$ cat config.mk
export PLATFORM = sky130hd
export DESIGN_NAME = chipset_index_regs_shadow_decode_top
export DESIGN_NICKNAME = d
export VERILOG_FILES = /design/src/sv/cisd_pkg.sv /design/src/sv/chipset_index_regs_shadow_decode_top.sv /design/src/sv/cisd_front.sv /design/src/sv/cisd_queue.sv /design/src/sv/cisd_back.sv
export VERILOG_INCLUDE_DIRS = /design/src /design/src/sv
export SDC_FILE = /design/constraint.sdc
export NUM_CORES = 1
export LEC_CHECK = 0
export ABC_AREA = 1
export BUFFER_PORTS_ARGS = -buffer_cell sky130_fd_sc_hd__buf_2
export CAP_MARGIN = 20
export CORE_AREA = 4 4 213 174
export CTS_BUF_LIST = sky130_fd_sc_hd__clkbuf_16
export CTS_CLUSTER_SIZE = 12
export DETAILED_ROUTE_END_ITERATION = 7
export DIE_AREA = 0 0 217 178
export GPL_TIMING_DRIVEN = 0
export PLACE_DENSITY_LB_ADDON = 0.1
export SLEW_MARGIN = 20
export SYNTH_ARGS = -nofsm -noshare
export SYNTH_HDL_FRONTEND = slang
export SYNTH_SLANG_ARGS = --single-unit
$ cat constraint.sdc
create_clock -name i_clk -period 2.4 [get_ports i_clk]
set_input_delay 0 -clock i_clk [delete_from_list [all_inputs] [get_ports i_clk]]
set_output_delay 0 -clock i_clk [all_outputs]
set_load 0.05 [all_outputs]
$ cat src/sv/chipset_index_regs_shadow_decode_top_assert.svh
// Assertion macros for the chipset config port block.
`ifndef CHIPSET_INDEX_REGS_SHADOW_DECODE_TOP_ASSERT_SVH
`define CHIPSET_INDEX_REGS_SHADOW_DECODE_TOP_ASSERT_SVH
`ifndef SYNTH
`define CISD_ASSERT_IMPL(label, clk, rst_n, ante, cons) \
    label: assert property (@(posedge clk) disable iff (!rst_n) (ante) |-> (cons)) \
        else $error("cisd assertion failed");
`define CISD_ASSERT_NEXT(label, clk, rst_n, ante, cons) \
    label: assert property (@(posedge clk) disable iff (!rst_n) (ante) |=> (cons)) \
        else $error("cisd assertion failed");
`else
`define CISD_ASSERT_IMPL(label, clk, rst_n, ante, cons)
`define CISD_ASSERT_NEXT(label, clk, rst_n, ante, cons)
`endif
`endif

$ cat src/sv/cisd_pkg.sv
`default_nettype none
package cisd_pkg;
    localparam int REG_COUNT = 18;
    localparam int REG_AW    = $clog2(REG_COUNT);

    localparam logic [1:0] MODE_IO_WR    = 2'd0;
    localparam logic [1:0] MODE_IO_RD    = 2'd1;
    localparam logic [1:0] MODE_CLASSIFY = 2'd2;

    localparam logic [15:0] PORT_INDEX = 16'h0022;
    localparam logic [15:0] PORT_DATA  = 16'h0024;
    localparam logic [19:0] SHADOW_BASE = 20'hc0000;

    localparam logic [7:0] IDX_CTRL0    = 8'h00;
    localparam logic [7:0] IDX_CACHE    = 8'h02;
    localparam logic [7:0] IDX_SHADOW_C = 8'h04;
    localparam logic [7:0] IDX_SHADOW_D = 8'h05;
    localparam logic [7:0] IDX_SHADOW_EF = 8'h06;
    localparam logic [7:0] IDX_MASKED_C = 8'h0c;

    localparam logic [7:0] MASK_CTRL0    = 8'h7f;
    localparam logic [7:0] MASK_REG_C    = 8'hcf;
    localparam logic [7:0] CACHE_EN_MASK = 8'h0c;
    localparam logic [7:0] READ_IDLE     = 8'hff;

    localparam int QDEPTH = 2;
    localparam int QAW    = $clog2(QDEPTH);

    typedef enum logic [2:0] {
        OP_NONE,
        OP_WR_INDEX,
        OP_WR_DATA,
        OP_RD_DATA,
        OP_CLASSIFY
    } t_op;

    typedef enum logic [1:0] {
        SEL_C,
        SEL_D,
        SEL_EF
    } t_rsel;

    typedef struct packed {
        t_op        op;
        logic [7:0] data;
        t_rsel      rsel;
        logic [2:0] bitpos;
    } t_cmd;
endpackage
`default_nettype wire

$ cat src/sv/chipset_index_regs_shadow_decode_top.sv
// Chipset index/data configuration port with shadow-RAM routing decode.
// Input channel (i_valid/o_ready) carries one bus request: an I/O write,
// an I/O read, or a memory address to classify. Port 0x22 latches the
// index, port 0x24 reads or writes the indexed byte of an 18-entry file.
// Output channel (o_valid/i_ready) returns exactly one result per request:
// read data, shadow range hit, DRAM versus AT bus routing, cache enable.
// A request passes through the front register, then the queue, then the
// back end output register.
// Throughput: one request per cycle while the receiver does not stall; the
// back end executes one queue entry per cycle, when its output register is free,
// against the register file, which is the serial point. A two-entry queue
// separates the classifier from the executor, so the front keeps taking
// requests while the receiver stalls, until the front register and the queue are full; then o_ready drops.
// Reset (i_rst_n low, synchronous) clears the index, the whole register
// file and all valid state; no requests are pending after reset.
`default_nettype none
`include "chipset_index_regs_shadow_decode_top_assert.svh"
module chipset_index_regs_shadow_decode_top import cisd_pkg::*; (
    input  wire logic        i_clk,
    input  wire logic        i_rst_n,
    input  wire logic        i_valid,
    output logic             o_ready,
    input  wire logic [1:0]  i_mode,
    input  wire logic [15:0] i_io_port,
    input  wire logic [7:0]  i_write_data,
    input  wire logic [19:0] i_mem_address,
    input  wire logic        i_mem_is_write,
    output logic             o_valid,
    input  wire logic        i_ready,
    output logic [7:0]       o_read_data,
    output logic             o_in_shadow_range,
    output logic             o_route_to_dram,
    output logic             o_ext_cache_enabled
);
    // front to queue
    logic   front_valid;
    t_cmd   front_cmd;
    logic   q_full;
    logic   q_push;
    // queue to back end
    logic   q_head_valid;
    t_cmd   q_head_cmd;
    logic   q_pop;
    logic [QAW:0] q_count;

    // advance the front register only when the queue has room
    assign q_push = front_valid && !q_full;

    cisd_front u_front (
        .i_clk          (i_clk),
        .i_rst_n        (i_rst_n),
        .i_valid        (i_valid),
        .o_ready        (o_ready),
        .i_mode         (i_mode),
        .i_io_port      (i_io_port),
        .i_write_data   (i_write_data),
        .i_mem_address  (i_mem_address),
        .i_mem_is_write (i_mem_is_write),
        .o_cmd_valid    (front_valid),
        .i_cmd_ready    (!q_full),
        .o_cmd          (front_cmd)
    );

    cisd_queue u_queue (
        .i_clk        (i_clk),
        .i_rst_n      (i_rst_n),
        .i_push       (q_push),
        .i_push_cmd   (front_cmd),
        .o_full       (q_full),
        .i_pop        (q_pop),
        .o_head_valid (q_head_valid),
        .o_head_cmd   (q_head_cmd),
        .o_count      (q_count)
    );

    // execute in order; hold the result while the receiver stalls
    cisd_back u_back (
        .i_clk               (i_clk),
        .i_rst_n             (i_rst_n),
        .i_head_valid        (q_head_valid),
        .i_head_cmd          (q_head_cmd),
        .o_pop               (q_pop),
        .o_valid             (o_valid),
        .i_ready             (i_ready),
        .o_read_data         (o_read_data),
        .o_in_shadow_range   (o_in_shadow_range),
        .o_route_to_dram     (o_route_to_dram),
        .o_ext_cache_enabled (o_ext_cache_enabled)
    );

    `CISD_ASSERT_IMPL(a_route_needs_range, i_clk, i_rst_n, o_valid && o_route_to_dram, o_in_shadow_range)
    `CISD_ASSERT_IMPL(a_classify_no_read, i_clk, i_rst_n, o_valid && o_in_shadow_range, o_read_data == READ_IDLE)
    `CISD_ASSERT_IMPL(a_queue_bound, i_clk, i_rst_n, 1'b1, q_count <= (QAW+1)'(QDEPTH))
    `CISD_ASSERT_NEXT(a_full_blocks_push, i_clk, i_rst_n, q_full && !q_pop, q_full)
endmodule
`default_nettype wire

$ cat src/sv/cisd_front.sv
`default_nettype none
module cisd_front import cisd_pkg::*; (
    input  wire logic        i_clk,
    input  wire logic        i_rst_n,
    input  wire logic        i_valid,
    output logic             o_ready,
    input  wire logic [1:0]  i_mode,
    input  wire logic [15:0] i_io_port,
    input  wire logic [7:0]  i_write_data,
    input  wire logic [19:0] i_mem_address,
    input  wire logic        i_mem_is_write,
    output logic             o_cmd_valid,
    input  wire logic        i_cmd_ready,
    output t_cmd             o_cmd
);
    logic r_valid;
    t_cmd r_cmd;
    t_cmd n_cmd;

    // classify the request into one operation for the back end
    always_comb begin
        n_cmd        = '0;
        n_cmd.op     = OP_NONE;
        n_cmd.rsel   = SEL_C;
        n_cmd.data   = i_write_data;
        n_cmd.bitpos = {i_mem_address[15:14], i_mem_is_write};
        unique case (i_mode)
            MODE_IO_WR: begin
                if (i_io_port == PORT_INDEX) begin
                    n_cmd.op = OP_WR_INDEX;
                end else if (i_io_port == PORT_DATA) begin
                    n_cmd.op = OP_WR_DATA;
                end
            end
            MODE_IO_RD: begin
                if (i_io_port == PORT_DATA) begin
                    n_cmd.op = OP_RD_DATA;
                end
            end
            MODE_CLASSIFY: begin
                if (i_mem_address >= SHADOW_BASE) begin
                    n_cmd.op = OP_CLASSIFY;
                    case (i_mem_address[17:16])
                        2'b00:   n_cmd.rsel = SEL_C;
                        2'b01:   n_cmd.rsel = SEL_D;
                        default: begin
                            n_cmd.rsel   = SEL_EF;
                            n_cmd.bitpos = {1'b0, i_mem_address[16], i_mem_is_write};
                        end
                    endcase
                end
            end
            default: n_cmd.op = OP_NONE;
        endcase
    end

    assign o_ready     = !r_valid || i_cmd_ready;
    assign o_cmd_valid = r_valid;
    assign o_cmd       = r_cmd;

    always_ff @(posedge i_clk) begin
        if (!i_rst_n) begin
            r_valid <= 1'b0;
        end else if (o_ready) begin
            r_valid <= i_valid;
        end
    end

    always_ff @(posedge i_clk) begin
        if (i_valid && o_ready) begin
            r_cmd <= n_cmd;
        end
    end
endmodule
`default_nettype wire

$ cat src/sv/cisd_queue.sv
`default_nettype none
module cisd_queue import cisd_pkg::*; (
    input  wire logic i_clk,
    input  wire logic i_rst_n,
    input  wire logic i_push,
    input  wire t_cmd i_push_cmd,
    output logic      o_full,
    input  wire logic i_pop,
    output logic      o_head_valid,
    output t_cmd      o_head_cmd,
    output logic [QAW:0] o_count
);
    t_cmd           r_mem [QDEPTH];
    logic [QAW-1:0] r_wptr;
    logic [QAW-1:0] r_rptr;
    logic [QAW:0]   r_count;

    assign o_full       = (r_count == (QAW+1)'(QDEPTH));
    assign o_head_valid = (r_count != '0);
    assign o_head_cmd   = r_mem[r_rptr];
    assign o_count      = r_count;

    always_ff @(posedge i_clk) begin
        if (!i_rst_n) begin
            r_wptr  <= '0;
            r_rptr  <= '0;
            r_count <= '0;
        end else begin
            if (i_push) begin
                r_wptr <= (r_wptr == QAW'(QDEPTH - 1)) ? '0 : r_wptr + 1'b1;
            end
            if (i_pop) begin
                r_rptr <= (r_rptr == QAW'(QDEPTH - 1)) ? '0 : r_rptr + 1'b1;
            end
            if (i_push && !i_pop) begin
                r_count <= r_count + 1'b1;
            end else if (!i_push && i_pop) begin
                r_count <= r_count - 1'b1;
            end
        end
    end

    always_ff @(posedge i_clk) begin
        if (i_push) begin
            r_mem[r_wptr] <= i_push_cmd;
        end
    end
endmodule
`default_nettype wire

$ cat src/sv/cisd_back.sv
`default_nettype none
module cisd_back import cisd_pkg::*; (
    input  wire logic i_clk,
    input  wire logic i_rst_n,
    input  wire logic i_head_valid,
    input  wire t_cmd i_head_cmd,
    output logic      o_pop,
    output logic       o_valid,
    input  wire logic  i_ready,
    output logic [7:0] o_read_data,
    output logic       o_in_shadow_range,
    output logic       o_route_to_dram,
    output logic       o_ext_cache_enabled
);
    logic [7:0] r_index;
    logic [7:0] r_regs [REG_COUNT];
    logic       r_valid;
    logic [7:0] r_read_data;
    logic       r_in_range;
    logic       r_dram;
    logic       r_cache;

    logic [7:0]        n_index;
    logic [7:0]        n_read_data;
    logic              n_in_range;
    logic              n_dram;
    logic              n_cache;
    logic              index_ok;
    logic [REG_AW-1:0] ridx;
    logic [7:0]        wr_val;
    logic [7:0]        shadow_reg;
    logic [7:0]        cache_reg;
    logic              reg_we;

    assign index_ok = (r_index < 8'(REG_COUNT));
    assign ridx     = r_index[REG_AW-1:0];
    assign o_pop    = i_head_valid && (!r_valid || i_ready);
    assign reg_we   = o_pop && (i_head_cmd.op == OP_WR_DATA) && index_ok;

    always_comb begin
        n_index     = r_index;
        n_read_data = READ_IDLE;
        n_in_range  = 1'b0;
        n_dram      = 1'b0;

        // two registers keep some bits tied low
        if (r_index == IDX_CTRL0) begin
            wr_val = i_head_cmd.data & MASK_CTRL0;
        end else if (r_index == IDX_MASKED_C) begin
            wr_val = i_head_cmd.data & MASK_REG_C;
        end else begin
            wr_val = i_head_cmd.data;
        end

        case (i_head_cmd.rsel)
            SEL_C:   shadow_reg = r_regs[REG_AW'(IDX_SHADOW_C)];
            SEL_D:   shadow_reg = r_regs[REG_AW'(IDX_SHADOW_D)];
            default: shadow_reg = r_regs[REG_AW'(IDX_SHADOW_EF)];
        endcase

        unique case (i_head_cmd.op)
            OP_WR_INDEX: n_index = i_head_cmd.data;
            OP_RD_DATA: begin
                if (index_ok) begin
                    n_read_data = r_regs[ridx];
                end
            end
            OP_CLASSIFY: begin
                n_in_range = 1'b1;
                n_dram     = shadow_reg[i_head_cmd.bitpos];
            end
            default: ;
        endcase

        // cache enable sees this request's own write
        cache_reg = (reg_we && r_index == IDX_CACHE) ? wr_val
                                                     : r_regs[REG_AW'(IDX_CACHE)];
        n_cache   = |(cache_reg & CACHE_EN_MASK);
    end

    always_ff @(posedge i_clk) begin
        if (!i_rst_n) begin
            r_index <= '0;
            r_valid <= 1'b0;
            for (int k = 0; k < REG_COUNT; k++) begin
                r_regs[k] <= '0;
            end
        end else begin
            if (o_pop) begin
                r_index <= n_index;
            end
            if (reg_we) begin
                r_regs[ridx] <= wr_val;
            end
            if (o_pop) begin
                r_valid <= 1'b1;
            end else if (i_ready) begin
                r_valid <= 1'b0;
            end
        end
    end

    always_ff @(posedge i_clk) begin
        if (o_pop) begin
            r_read_data <= n_read_data;
            r_in_range  <= n_in_range;
            r_dram      <= n_dram;
            r_cache     <= n_cache;
        end
    end

    assign o_valid             = r_valid;
    assign o_read_data         = r_read_data;
    assign o_in_shadow_range   = r_in_range;
    assign o_route_to_dram     = r_dram;
    assign o_ext_cache_enabled = r_cache;
endmodule
`default_nettype wire

* Word level (Yosys, flattened, before mapping)
Memories as Yosys holds them, arrays and structs flattened. A register that Yosys moved wholly into a read port is not among the register bits. Cells that the tools add are included.
Operators by class: add/subtract/negate cells 4, multiply operators 0, div/mod/pow operators 0, order comparisons 3, equality and inequality tests 13, shift-type cells 0, muxes and demuxes 33, bitwise logic cells 0, reduce and logical (&&, ||, !) cells 29
Operators with widths (count):
- $eq A16 B6 Y1 const B | 2
- $ge A20 B20 Y1 const B | 1
- $mux W8 | 2
- $pmux W8 S2 | 1
- $mux W1 | 15
- $mux W3 | 5
- $pmux W3 S3 | 1
- $eq A8 B2 Y1 const B | 1
- $eq A8 B4 Y1 const B | 1
- $logic_and A1 B1 Y1 | 8
- $logic_not A8 Y1 | 1
- $lt A8 B5 Y1 const B | 1
- $mux W2 | 4
- $reduce_or A8 Y1 | 1
- $eq A2 B1 Y1 const B | 3
- $eq A3 B2 Y1 const B | 2
- $logic_not A1 Y1 | 6
- $logic_not A2 Y1 | 3
- $mux W6 | 1
- $reduce_and A2 Y1 | 3
- $reduce_bool A2 Y1 | 3
- $mux W5 | 1
- $eq A2 B2 Y1 const B | 2
- $lt A3 B4 Y1 const B | 1
- 10 further kinds | 13
Word-level totals: bits in registers 33, bits in latches 0, memory bits (writable) 176, memory bits (read-only) 0, input port bits 51, output and inout bits 13, word-level logic and storage cells 97, memories kept 2
Memories:
- u_back.r_regs | words 18, bits a word 8, rd ports 5, clocked after memory_dff 1, write ports 18, RTL line cisd_back.sv:16 | logic [7:0] r_regs [REG_COUNT];
- u_queue.r_mem | words 2, bits a word 16, rd ports 1, clocked after memory_dff 1, write ports 1, RTL line cisd_queue.sv:13 | t_cmd r_mem [QDEPTH];

* Depth between registers and ports, before layout
depth in word-level cells 10, depth in mapped cells 11, mapped depth without buffers 10

* Cells and area by module
From an unflattened synthesis, not the netlist that was laid out.
Second synthesis, totals: cell total of the unflattened synthesis 1522, area, all modules 14901.8 µm²
Modules (own cells, without submodules):
- cisd_back | times used 1, cells each 1376, area each 12763.5 µm², sequential area each 8197.9 µm²
- cisd_queue | times used 1, cells each 85, area each 1437.6 µm², sequential area each 1061.0 µm²
- cisd_front | times used 1, cells each 58, area each 686.9 µm², sequential area each 500.5 µm²
- chipset_index_regs_shadow_decode_top | times used 1, cells each 3, area each 13.8 µm², sequential area each 0.0 µm²

* Worst setup path after synthesis
Ideal clock, no wire load.
kind reg2reg, from register u_back.r_valid, in the netlist u_back.o_valid, to memory u_back.r_regs[11][0], enable pin, library setup time 0.329 ns, data arrival time 2.235 ns, required time 2.071 ns, slack -0.164 ns, stages on the path, launching flop included 11, path buffers 1, period minus slack after synthesis 2.564 ns, cell sequence dfxtp_1 inv_1 nor2_1 a21oi_2 inv_2 nor2_4 nand3_4 nor2_8 buf_12 nand3_4 nand2_1
RTL lines:
- start, declared | RTL line cisd_back.sv:17 | logic r_valid;
- start signal, assigned | RTL line cisd_back.sv:84 | r_valid <= 1'b0;
- start signal, assigned | RTL line cisd_back.sv:96 | r_valid <= 1'b1;
- start signal, assigned | RTL line cisd_back.sv:98 | r_valid <= 1'b0;
- end, declared | RTL line cisd_back.sv:16

==> flow_summary.json <==
{
  "critPathArrivalTime_ns": 2.65,
  "place_hpwl_um": 26200,
  "p_sw_frac": 0.323,
  "ys_seq_elements": 330,
  "power.ir.vdd_worst_mv": 0.698,
  "area_fraction_of_the_dominant_cell_type_after_synthesis": 0.686,
  "drt.antenna.violating_nets": 0,
  "global_route.overflow_total": 0,
  "cts.sink_count": 330,
  "yosys.cell_count.top_type": "nand2_1",
  "max_freq_mhz": 408,
  "critical_path_peak_fanout": 11,
  "relSlewSlack": 0.0622,
  "combinationalPowerShare": 0.232,
  "final-hold-violation-count": 0,
  "remaining_drc_errors": 0,
  "unique_masters_post_synth": 33,
  "run_status": "complete, but fails checks",
  "drt-initial-drc-count": 1028,
  "placementRows": 61,
  "grt_start_max_net_pins": 17,
  "fin_crit_ns": 2.45,
  "cts_root_buf": "clkbuf_16",
  "routabilityCongestion": 0.849,
  "powerDensity_nw_per_um2": 912,
  "worst_clock_skew_ns": 0.0156,
  "first_global_vias": 9258,
  "global_route.usage.total": 0.200,
  "final_nets": 1502,
  "setup_tns_ns": -0.374,
  "synth_sequential_area_ratio": 0.708,
  "detail_route.first_pass.iterations": 5,
  "num_vias": 9675,
  "synthTopCellsByArea": "edfxtp_1 69%, nand2_1 10%, nor2_1 3.7%, nand4_1 2.4%, dfxtp_1 2.2%",
  "crit_path_end_kind": "register",
  "cp.required_ns": 2.60,
  "hold_path.class": "in2reg",
  "grt_pass1_wl_um": 57000,
  "violations": "negative setup slack",
  "setup.worst_path.start_class": "register",
  "design.die.area_um2": 38600,
  "crit_type": "reg2reg",
  "preCtsSetupSlack_ns": -0.753,
  "drt-total-wl_um": 38600,
  "maxCapViolations": 0,
  "synth_flop_cell": "edfxtp_1",
  "initial_utilization": 0.398,
  "avgSynthCellArea_um2": 11.5,
  "slowest_delay_ns": 0.38,
  "die_h_um": 178,
  "clockPowerShare": 0.317,
  "setup_viol_count_final": 8,
  "cp_top_family": "buffers and inverters",
  "clock_insertion_delay_worst_skew_ns": 0.52,
  "finalPower_mw": 15.4,
  "grt_setup_unrepaired": "yes",
  "cts_tree": "built",
  "cts-buffers-inserted": 36,
  "switchingPower_mw": 4.99,
  "clk_transition_reported_paths_ns": 0.06,
  "min-delay-start": "i_rst_n",
  "leakage_nw": 6.35,
  "setup_slack_ns": -0.0536,
  "number_of_top_level_pins": 64,
  "area.growth.synth_to_final_pct": 22.8,
  "synth_edf_count": 315,
  "syn-cell-area_um2": 13800,
  "n_antenna_cell": 0,
  "crit_chain": "buf_4 -> clkbuf_4 -> mux2i_1 -> a21oi_1 -> nand2_2 -> buf_4 -> clkinvlp_2",
  "timing.critical_path.buf_inv": 4,
  "syn-instance-count": 1203,
  "ys_async_sr_fraction": 0,
  "cts_buffer_depth": 3,
  "core-area_um2": 34700,
  "drive_above_1_share": 0.167,
  "fin_util": 0.489,
  "route.detailed.vias_per_inst": 4.98,
  "die_w_um": 217,
  "numPortBuffers": 49,
  "worst_pin_slew_ns": 1.41,
  "cell_taking_the_most_area_after_synthesis": "edfxtp_1",
  "routed_wire_length_per_instance_um": 19.9,
  "cell_internal_pwr_mw": 10.4,
  "grt_antenna_before_repair": 1,
  "whs_ns": 0.0771,
  "critical_path_top_delay_cell": "dfxtp_1",
  "finalMaxSlewViolations": 0,
  "critical_path.most_common_cell": "buf_4",
  "finalCritPeriodShare": 1.02,
  "share_seq_of_total_power": 0.452,
  "yosysWarningCount": 0,
  "synth_commonest_cells": "374 x nand2_1, 315 x edfxtp_1, 136 x nor2_1, 53 x inv_1, 53 x nand4_1",
  "h-tree-depth": 2
}
## registers in the layout, summed over array words and instances (netlist names), named ones only
name and flops:
u_back.o_ext_cache_enabled 1, u_queue.r_rptr 1, u_back.o_route_to_dram 1, u_back.r_index 8, u_back.o_valid 1, u_front.o_cmd_valid 1, u_back.o_in_shadow_range 1, u_queue.r_mem 32
u_front.o_cmd 16, u_back.r_regs 256, u_queue.o_count 2, u_back.o_read_data 8, u_queue.r_wptr 1
## cells in the final DEF, fill, tap and decap left out, types with 24 or more instances in the layout
| master | instances |
|---|---|
| nand2_1 | 356 |
| edfxtp_1 | 315 |
| nor2_1 | 132 |
| conb_1 | 115 |
| buf_2 | 55 |
| inv_1 | 54 |
| nand4_1 | 53 |
| clkbuf_16 | 37 |
| nand3_1 | 32 |
| a22oi_1 | 32 |
| o21ai_0 | 29 |
| nor2_2 | 27 |
| a21oi_1 | 25 |
| dlygate4sd3_1 | 24 |
## power groups by stage
| stage | logic (mW) | clock network [mW] | registers, mW |
|---|---|---|---|
| after global placement | 3.31 | 0 | 7.08 |
| after global routing | 3.87 | 5.26 | 7.01 |
| after floorplan | 1.82 | 0 | 7.25 |
| after CTS | 3.48 | 5.00 | 6.97 |
| after detailed placement | 3.33 | 0 | 7.09 |
| final | 3.57 | 4.89 | 6.97 |
## per-stage QoR
step,std cells,area [µm²]
after CTS,1933,16700
final,1942,16900
after detailed placement,1840,15100
after global placement,1838,15100
after global routing,1942,16900
after floorplan,1317,14200
## final cells by class
cell class	count	area, µm²
fill	3234	17700
clock buffer	37	926
inverter	57	245
timing repair buffer	93	676
tap	472	591
buffer	54	315
sequential	330	9760
timing repair inverter	2	12.5
multi-input combinational	876	4330
clock inverter	21	82.6
## final timing paths
check | to | slack [ns] | cells past startpoint
worst max register to register | u_back.r_regs[27][7] | -0.05 | 7
worst min register to register | u_queue.r_mem[0][8] | 0.44 | 0
worst min-delay path | u_back.r_index[4] | 0.08 | 4
worst max-delay path | u_back.r_regs[27][7] | -0.05 | 7
## kinds of logic (layout without fill, tap and decap cells)
kind of cell,Yosys count,after routing,share of synthesized area
DFF,330,330,0.708
buffers and inverters,111,264,0.0329
muxes,1,1,0.000726
adders and majority gates,1,1,0.000907
and+or+nand+nor,656,656,0.214
AOI/OAI and AO/OA,103,103,0.0440
other,1,115,0.000272
## tightest hold or removal path, cell delays in order
cell      delay (ns)
buf_2           0.15
clkbuf_1        0.22
o21ai_0         0.12
a21oi_1         0.04
## layer usage
| metal | track usage | routed length, µm |
|---|---|---|
| met1 | 0.298 | 17800 |
| met2 | 0.303 | 16800 |
| met3 | 0.0433 | 3270 |
| met4 | 0.0461 | 713 |
| met5 | 0 | 0 |
## repair_timing
action,CTS,global route
endpoints found under the hold margin,18,0
cloned,0,2
setup buffers,11,7
hold buffers,24,0
resized for setup,73,57
setup endpoints to repair,402,247
pin swaps,2,2
Power figures use the tool's default switching activity.
